`src/hw/rtl/rgbbf_pkg.sv`:
```
// Shared types, constants and helper functions for the RGB 3x3 box filter.
// No dependencies.
package rgbbf_pkg;

    // Line store depth and derived column counter width
    localparam int MAX_LINE     = 2048;
    localparam int COL_W        = $clog2(MAX_LINE);

    // Field and register widths
    localparam int SAMPLE_W     = 8;
    localparam int QUOT_W       = 5;
    localparam int SUM_W        = 8;
    localparam int WIDTH_REG_W  = 12;
    localparam int HEIGHT_REG_W = 16;
    localparam int CFG_DATA_W   = 16;
    localparam int CFG_INDEX_W  = 1;
    localparam int MIN_DIM      = 3;

    // Register indexes
    localparam logic [CFG_INDEX_W-1:0] REG_IMAGE_WIDTH  = 1'b0;
    localparam logic [CFG_INDEX_W-1:0] REG_IMAGE_HEIGHT = 1'b1;

    // Reset values
    localparam logic [WIDTH_REG_W-1:0]  WIDTH_RESET  = 12'd640;
    localparam logic [HEIGHT_REG_W-1:0] HEIGHT_RESET = 16'd480;

    // floor(x/9) for 8-bit x as (x*57)>>9, exact over 0..255
    localparam int DIV9_MUL   = 57;
    localparam int DIV9_SHIFT = 9;
    localparam int DIV9_PW    = SAMPLE_W + 6;

    typedef struct packed {
        logic [SAMPLE_W-1:0] blue;
        logic [SAMPLE_W-1:0] green;
        logic [SAMPLE_W-1:0] red;
    } pixel_t;

    // One line store entry: pixel two lines up and one line up
    typedef struct packed {
        pixel_t upper;
        pixel_t lower;
    } line_entry_t;

    typedef struct packed {
        logic [QUOT_W-1:0] blue;
        logic [QUOT_W-1:0] green;
        logic [QUOT_W-1:0] red;
    } qpixel_t;

    function automatic logic [QUOT_W-1:0] div9(input logic [SAMPLE_W-1:0] x);
        logic [DIV9_PW-1:0] prod;
        prod = DIV9_PW'(x) * DIV9_PW'(DIV9_MUL);
        return prod[DIV9_SHIFT +: QUOT_W];
    endfunction

    function automatic qpixel_t div9_pixel(input pixel_t p);
        qpixel_t q;
        q.red   = div9(p.red);
        q.green = div9(p.green);
        q.blue  = div9(p.blue);
        return q;
    endfunction

endpackage

```
`src/hw/rtl/rgbbf_window.sv`:
```
// 3x3 window of pre-divided taps per channel and the nine-tap sum.
// Depends on rgbbf_pkg.
module rgbbf_window
    import rgbbf_pkg::*;
(
    input  logic   clk,
    input  logic   rst_n,
    input  logic   clear,
    input  logic   shift,
    input  pixel_t top_px,
    input  pixel_t mid_px,
    input  pixel_t bot_px,
    output pixel_t sum_px
);

    // [column 0 oldest][row 0 top]
    qpixel_t win_reg  [2][3];
    qpixel_t win_next [2][3];
    qpixel_t cur_q    [3];

    // Newest column, divided by nine per tap
    always_comb
    begin
        cur_q[0] = div9_pixel(top_px);
        cur_q[1] = div9_pixel(mid_px);
        cur_q[2] = div9_pixel(bot_px);
    end

    // Column shift
    always_comb
    begin
        win_next = win_reg;
        if (clear)
        begin
            for (int r = 0; r < 3; r++)
            begin
                win_next[0][r] = '0;
                win_next[1][r] = '0;
            end
        end
        else if (shift)
        begin
            for (int r = 0; r < 3; r++)
            begin
                win_next[0][r] = win_reg[1][r];
                win_next[1][r] = cur_q[r];
            end
        end
    end

    always_ff @(posedge clk or negedge rst_n)
    begin
        if (!rst_n)
        begin
            for (int r = 0; r < 3; r++)
            begin
                win_reg[0][r] <= '0;
                win_reg[1][r] <= '0;
            end
        end
        else
        begin
            win_reg <= win_next;
        end
    end

    // Nine-tap sum per channel, at most 252
    always_comb
    begin
        sum_px = '0;
        for (int r = 0; r < 3; r++)
        begin
            sum_px.red   = sum_px.red + SUM_W'(win_reg[0][r].red)
                         + SUM_W'(win_reg[1][r].red) + SUM_W'(cur_q[r].red);
            sum_px.green = sum_px.green + SUM_W'(win_reg[0][r].green)
                         + SUM_W'(win_reg[1][r].green) + SUM_W'(cur_q[r].green);
            sum_px.blue  = sum_px.blue + SUM_W'(win_reg[0][r].blue)
                         + SUM_W'(win_reg[1][r].blue) + SUM_W'(cur_q[r].blue);
        end
    end

endmodule

```
`config.mk`:
```
export PLATFORM = sky130hd
export DESIGN_NAME = rgbbf_window
export DESIGN_NICKNAME = d
export VERILOG_FILES = /design/src/hw/rtl/rgbbf_pkg.sv /design/src/hw/rtl/rgbbf_window.sv
export SDC_FILE = /design/constraint.sdc
export NUM_CORES = 1
export LEC_CHECK = 0
export BUFFER_PORTS_ARGS = -buffer_cell sky130_fd_sc_hd__buf_2
export CORE_ASPECT_RATIO = 0.5
export CORE_UTILIZATION = 45
export CTS_BUF_LIST = sky130_fd_sc_hd__clkbuf_4 sky130_fd_sc_hd__clkbuf_8 sky130_fd_sc_hd__clkbuf_16
export DETAILED_ROUTE_END_ITERATION = 6
export PLACE_DENSITY = 0.6
export SYNTH_ARGS = -nofsm -noshare
export SYNTH_HDL_FRONTEND = slang
export SYNTH_SLANG_ARGS = --single-unit
```
`constraint.sdc`:
```
create_clock -name clk -period 8.2 [get_ports clk]
set_input_delay 0.41 -clock clk [delete_from_list [all_inputs] [get_ports clk]]
set_output_delay 0.41 -clock clk [all_outputs]
set_load 0.005 [all_outputs]
```
# [Word level (Yosys, flattened, before mapping)]
# Cells that the tools add are included.
[word_totals] reg_bits=90 output_inout_bits=24 elab_cells=54 input_bits=76
[op_classes] n_mux=2 reduce_logical=1 n_addsub=24 multipliers=9
[ops] cell="2-to-1 mux 90 bit" count=2
[ops] cell="multiplier 8 x 6 -> 14 bit, second input constant" count=9
[ops] cell="adder 8 x 5 -> 8 bit" count=15
[ops] cell="adder 7 x 5 -> 8 bit" count=3
[ops] cell="adder 6 x 5 -> 7 bit" count=3
[ops] cell="adder 5 x 5 -> 6 bit" count=3
[ops] cell="nonzero test 2 bit" count=1

# [Logic depth before layout (Yosys ltp)]
# Gate-level depths: netlist of run 1.
[depth] word_depth=8 ltp_mapped=24 depth_no_buf=24

# [Worst setup path before layout of run 1]
# Ideal clock, no wire load.
[synth_path] path_kind="input port to output port" from="input port mid_px[18] (netlist bit)" to="output port sum_px[23] (netlist bit)" setup_slack_ns=1.664 cell_stages=23 n_path_buf=0 arrival_ns=6.126 cell_sequence="inv_1 > fa_1 > inv_1 > fa_1 > ha_1 > ha_1 > a21o_1 > a221oi_4 > o21ai_0 > xnor2_1 > fa_1 > inv_1 > fa_1 > inv_1 > fa_1 > fa_1 > inv_1 > ha_1 > a21o_1 > a21oi_1 > o21bai_1 > a21oi_1 > xnor2_1"
[synth_lines] item="start: declaration" line="rgbbf_window.sv:11" text="input pixel_t mid_px,"
[synth_lines] item="end: declaration" line="rgbbf_window.sv:13" text="output pixel_t sum_px"

==> metrics.md, run 1 <==
| Metric | Value |
|---|---|
| Setup total negative slack | `0 ns` |
| Final #Nets | `1813` |
| Die H | `122.9 um` |
| Tot GR Track Use | `0.1791` |
| Fillers | `2572` |
| Cell mode on critical path | `fa_1` |
| Reg-to-reg slack, setup | `roughly 7.2 ns` |
| Crit-path max FO | `3` |
| Drt wl/cell | `14.56 um` |
| Cell Rows | `43` |
| Iter 0 DRT Violations | `396` |
| Area grow syn2layout | `9.605%` |
| Max transition margin | `0.3040` |
| GP Congestion | `0.8248` |
| Critical-path top delay cell | `a211oi_1` |
| YS warnings | `0` |
| Post-Synthesis Cells | `1217` |
| Ys async rst share | `1.000` |
| Core ar. | `0.02819 mm2` |
| Routed wire length | `24.72 mm` |
| Worst-Skew Late Latency | `0.34 ns` |
| Slew @ Worst Pin | `about 1.0 ns` |
| Clk_skew | `0.009001 ns` |
| Mean Syn Cell Area | `around 11 um2` |
| Crit start category | `input port` |
| Max incr delay on CP | `just under 0.6 ns` |
| First-pass GRT wire length | `roughly 44 mm` |
| CTS buffer count | `9` |
| RSZ-0062 raised after global routing | `no` |
| Diodes inserted | `0` |
| Sequential cell area fraction in the yosys report | `0.1712` |
| Gr ovfl total | `0` |
| Achievable Freq | `~140 MHz` |
| DR pass1 iterations | `7` |
| Final hold violations | `0` |
| CTS root buffer | `clkbuf_16` |
| DRC viols | `0` |
| Hold_buf cts | `1` |
| Syn_nets | `1719` |
| Initial antenna violation count | `0` |
| TritonCTS clock tree | `yes` |
| Layout cells sized above 1 | `0.1056` |
| Non-filler cells, final | `~1700` |
| Synth Flop Type | `dfrtp_1` |
| Synthesized area | `0.01316 mm2` |
| Clock Sinks | `90` |
| Placed Instances | `1681` |
| Worst Reg2Reg Path Length in Cells | `2` |
| Final setup violating endpoints | `0` |
| DP Wirelength | `20.86 mm` |
| Outcome | `completed` |
| Reg2reg start | `win_reg[31]` |
| Number of global-route vias before repair | `~9400` |
| Starting density of the core | `0.4667` |
| Max Cap Viol | `0` |
| Clock Path Buffers | `2` |
| IO Port Bufs | `slightly below 100` |
| Post-CTS setup buffers | `0` |
| Worst-path clk slew | `0.07 ns` |
| Post-route ant nets | `0` |
| Vias per Instance | `a little over 5` |
| Die area | `0.02997 mm2` |
| Flops & latches, synth | `90` |
| Largest net degree at the start of global routing | `81` |
| Worst setup path class | `input port to primary output` |
| Post-route clock period utilization | `0.8796` |
| Post-CTS resize count | `0` |
| Crit path DAT | `6.80 ns` |
| Hold crit path type | `input port to async pin` |
| Chip width | `243.8 um` |
| Worst setup EP type | `primary output` |
| Critical path required time | `7.79 ns` |
| Netlist cell types | `59` |
| Htree depth | `3` |
| Final Slew Violations | `0` |
| I/O pin cnt | `100` |
| Max FFs per register | `90` |
| Minimum clock period | `7.213 ns` |
| R2r endpoint | `win_reg[31]` |
| Post-synth EDFFs | `0` |
| Via count | `8717` |
## worst max-delay path by stage
stage | slack (ns) | endpoint | startpoint
3_5_place_dp | 0.99 | sum_px[23] | mid_px[18]
2_1_floorplan | 1.66 | sum_px[23] | mid_px[18]
4_1_cts | 0.99 | sum_px[23] | mid_px[18]
5_1_grt | 0.65 | sum_px[23] | mid_px[17]
3_3_place_gp | 1.05 | sum_px[22] | bot_px[18]
6_report | 0.99 | sum_px[22] | bot_px[18]
## logic make-up (layout without fill, tap and decap cells)
kind of cell / Yosys count / after routing / share of synthesized area
AOI/OAI and AO/OA: 166 / 166 / 0.1003
xor gates and xnor gates: 58 / 58 / 0.03861
adders and majority gates: 426 / 426 / 0.5130
buffers and inverters: 283 / 382 / 0.08131
DFF: 90 / 90 / 0.1712
muxes: 56 / 56 / 0.04261
and+or+nand+nor: 138 / 138 / 0.05297
## layer usage
layer / up-vias / part of all wire / wire length, um / GRT usage
met4: 0 / 0.0062 / 153 / 0.02070
met3: 12 / 0.027 / 657 / 0.02192
li1: 4224 / - / - / -
met1: 4397 / 0.49 / 12070 / 0.2517
met2: 84 / 0.48 / 11850 / 0.3077
met5: - / 0 / 0 / 0
## layout make-up
cell class | instances | area (um2) | area share
clock buffers | 10 | 232.7 | 0.01614
clock inverters | 6 | 90.09 | 0.006247
inverters | 261 | 979.7 | 0.06794
multi-input cells | 844 | 9839 | 0.6823
flip-flops and latches | 90 | 2252 | 0.1562
well taps | 382 | 478.0 | 0.03315
repair buffers | 105 | 548.0 | 0.03800
## cells in the mapped netlist, drive strengths merged (9+ instances only)
| master | n | area (um2) |
|---|---|---|
| fa | 189 | 3784 |
| nand2 | 18 | 67.56 |
| ha | 237 | 2965 |
| a22o | 27 | 236.5 |
| mux2i | 56 | 560.5 |
| a211oi | 13 | 102.6 |
| clkbuf | 15 | 56.30 |
| a21o | 23 | 172.7 |
| and3 | 18 | 112.6 |
| o21ai | 12 | 60.06 |
| a21oi | 24 | 120.1 |
| xor2 | 9 | 78.83 |
| dfrtp | 90 | 2252 |
| and4 | 9 | 81.33 |
| xnor2 | 49 | 429.2 |
| inv | 261 | 979.7 |
| a221oi | 14 | 171.4 |
| nor2 | 64 | 240.2 |
## stage by stage
step | cell area (um2) | util | worst slack [ns] | hold slack (ns)
after detailed placement | 14090 | 0.4997 | 0.9908 | 0.2520
final | 14420 | 0.5115 | 0.9870 | 0.4285
after global routing | 14420 | 0.5115 | 0.6511 | 0.4574
after floorplan | 13160 | - | 1.664 | 0.1144
after CTS | 14420 | 0.5115 | 0.9918 | 0.4289
after global placement | 14090 | 0.4997 | 1.054 | 0.2520
## cells in the final DEF (no fill, tap or decap), types with 5 or more instances in the layout
master       n
xor2_1       9
nor2_1      63
a21oi_1     24
buf_2       97
a21o_1      23
a211oi_1    12
a22o_1      27
o21ai_0     12
xnor2_1     49
and4_1       8
buf_4        7
inv_1      261
ha_1       237
a221oi_2     5
and3_1      18
clkbuf_16    9
fa_1       189
o21bai_1     7
nand2_1     18
mux2i_1     56
dfrtp_1     90
a221oi_1     8
## worst max-delay path: cells and delay by family
kind	cells	cell delay (ns)
AOI/OAI and AO/OA	5	1.03
xor gates and xnor gates	1	0.21
adders and majority gates	10	4.27
buffers and inverters	8	0.64
and+or+nand+nor	1	0.25
Power of run 1 is left out: the tool's default activity adds up to more than one toggle a clock period on the data nets, which glitch-free logic cannot reach.
==> run 2: changes to the inputs <==
==> constraint.sdc (replaced) <==
create_clock -name clk -period 8.2 [get_ports clk]
set_input_delay 0.41 -clock clk [delete_from_list [all_inputs] [get_ports clk]]
set_output_delay 0.41 -clock clk [all_outputs]
set_load 0.02 [all_outputs]
==> run 2 against run 1 <==
  * Design area decreased by 0.21%
  * Die area unchanged
  * Clock skew decreased by 0.0041 ns
  * Register-to-register slack improved by 0.02 ns
  * Fmax decreased by 0.83%
  * Sequential cell count unchanged
  * Global-route usage increased by 0.33 points
  * Hold slack got worse by 0.0046 ns
  * Sequential share of layout area about the same
  * Critical path depth unchanged
  * Critical path type unchanged
  * Critical endpoint unchanged
  * Highest routed layer unchanged
==> metrics.md, run 2 (synthesis gave the netlist of run 1 again) <==
| Metric | Value |
|---|---|
| Gr ovfl total | `0` |
| IO Port Bufs | `99` |
| CTS buffer count | `9` |
| Clock Sinks | `90` |
| Via count | `8664` |
| Die H | `122.9 um` |
| Crit start category | `input port` |
| Hold crit path type | `input port to async pin` |
| Tot GR Track Use | `0.1825` |
| Bufs and invs on worst path | `8` |
| Worst setup path class | `input port to primary output` |
| DRC viols | `0` |
| Post-CTS setup buffers | `0` |
| Worst-path clk slew | `roughly 0.070 ns` |
| Layout cells sized above 1 | `0.1049` |
| Most frequent cells in the layout | `inv_1 (261), ha_1 (237), fa_1 (189)` |
| Iter 0 DRT Violations | `307` |
| Minimum clock period | `a little over 7 ns` |
| Slew @ Worst Pin | `around 1.0 ns` |
| Max Cap Viol | `0` |
| Drt wl/cell | `14.59 um` |
| Vias per Instance | `5.105` |
| Die area | `0.02997 mm2` |
| Commonest non-fill, non-tap cell in the layout | `inv_1` |
| Crit path DAT | `approximately 7 ns` |
| Final #Nets | `~1800` |
| Critical path required time | `7.79 ns` |
| Cell mode on critical path | `fa_1` |
| Diodes inserted | `0` |
| Max transition margin | `0.3058` |
| Initial antenna violation count | `0` |
| Area grow syn2layout | `9.377%` |
| I/O pin cnt | `100` |
| Setup total negative slack | `0 ns` |
| Max FFs per register | `90` |
| Post-route ant nets | `0` |
| Final setup violating endpoints | `0` |
| Htree depth | `3` |
| Clk_skew | `0.004923 ns` |
| Core ar. | `about 0.028 mm2` |
| Final hold violations | `0` |
| Cell Rows | `43` |
| Post-route clock period utilization | `0.8870` |
| Clock Path Buffers | `2` |
| Worst setup EP type | `primary output` |
| First-pass GRT wire length | `roughly 45 mm` |
| Crit path max-delay family | `adder cells` |
| RSZ-0062 raised after global routing | `no` |
| TritonCTS clock tree | `yes` |
| Outcome | `completed` |
| Post-CTS resize count | `0` |
| DP Wirelength | `20.91 mm` |
| Achievable Freq | `137.5 MHz` |
| CTS root buffer | `clkbuf_16` |
| Number of global-route vias before repair | `roughly 9400` |
| DR pass1 iterations | `6` |
| GP Congestion | `slightly above 0.8` |
| Largest net degree at the start of global routing | `81` |
| Critical-path top delay cell | `a211oi_1` |
| Final Slew Violations | `0` |
| Max incr delay on CP | `0.60 ns` |
| Starting density of the core | `0.4667` |
| Chip width | `243.8 um` |
| Routed wire length | `24.76 mm` |
| Crit-path max FO | `3` |
| Worst-Skew Late Latency | `0.34 ns` |
==> run 2: changes by cell type in the layout (fill, tap and decap cells not counted) <==
cell | before | now
clkbuf_4 | 1 | 0
clkinvlp_4 | 1 | 2
bufinv_16 | 2 | 1
==> run 2: layer usage <==
| metal | vias to the layer above | share of wire | track usage |
|---|---|---|---|
| met5 | - | 0 | 0 |
| met4 | 0 | 0.0065 | 0.02695 |
| met3 | 14 | 0.025 | 0.02409 |
| met2 | 75 | 0.48 | 0.3125 |
| met1 | 4353 | 0.49 | 0.2540 |
| li1 | 4222 | - | - |
==> run 2: layout make-up <==
type,count,area (um2)
tap,382,478.0
clock inverter,6,67.56
fill,2586,13800
multi-input combinational,844,9839
clock buffer,9,225.2
inverter,261,979.7
timing repair buffer,105,548.0
sequential,90,2252
==> run 2: worst paths after layout <==
kind	startpoint	endpoint	slack, ns	cells past startpoint
setup / recovery	bot_px[18]	sum_px[22]	0.93	25
hold / removal	rst_n	win_reg[82]	0.42	2
setup reg to reg	win_reg[31]	win_reg[31]	7.19	2
hold reg to reg	win_reg[66]	win_reg[66]	0.53	2
max in group asynchronous	rst_n	win_reg[14]	6.53	3
min in group clk	shift	win_reg[0]	0.45	3
==> run 2: per-stage QoR <==
| stage | instances | setup slack, ns | hold WS [ns] | area (um2) | util |
|---|---|---|---|---|---|
| after floorplan | 1217 | 1.515 | 0.1144 | 13160 | - |
| after global placement | 1681 | 1.003 | 0.2520 | 14090 | 0.4997 |
| after detailed placement | 1681 | 0.9388 | 0.2517 | 14090 | 0.4997 |
| after CTS | 1697 | 0.9312 | 0.4213 | 14390 | 0.5104 |
| after global routing | 1697 | 0.5491 | 0.4528 | 14390 | 0.5104 |
| final | 1697 | 0.9269 | 0.4239 | 14390 | 0.5104 |
==> run 2: worst register-to-register path, delay by kind of cell (launching register included) <==
kind	cells	cell delay, ns
and+or+nand+nor	2	0.47
DFF	1	0.42
==> run 2: what timing repair did <==
action / 4_1_cts / 5_1_grt
endpoints found under the hold margin: 10 / 0
setup endpoints to repair: 0 / 0
hold buffers: 1 / 0
Power of run 2 is left out for the same reason.
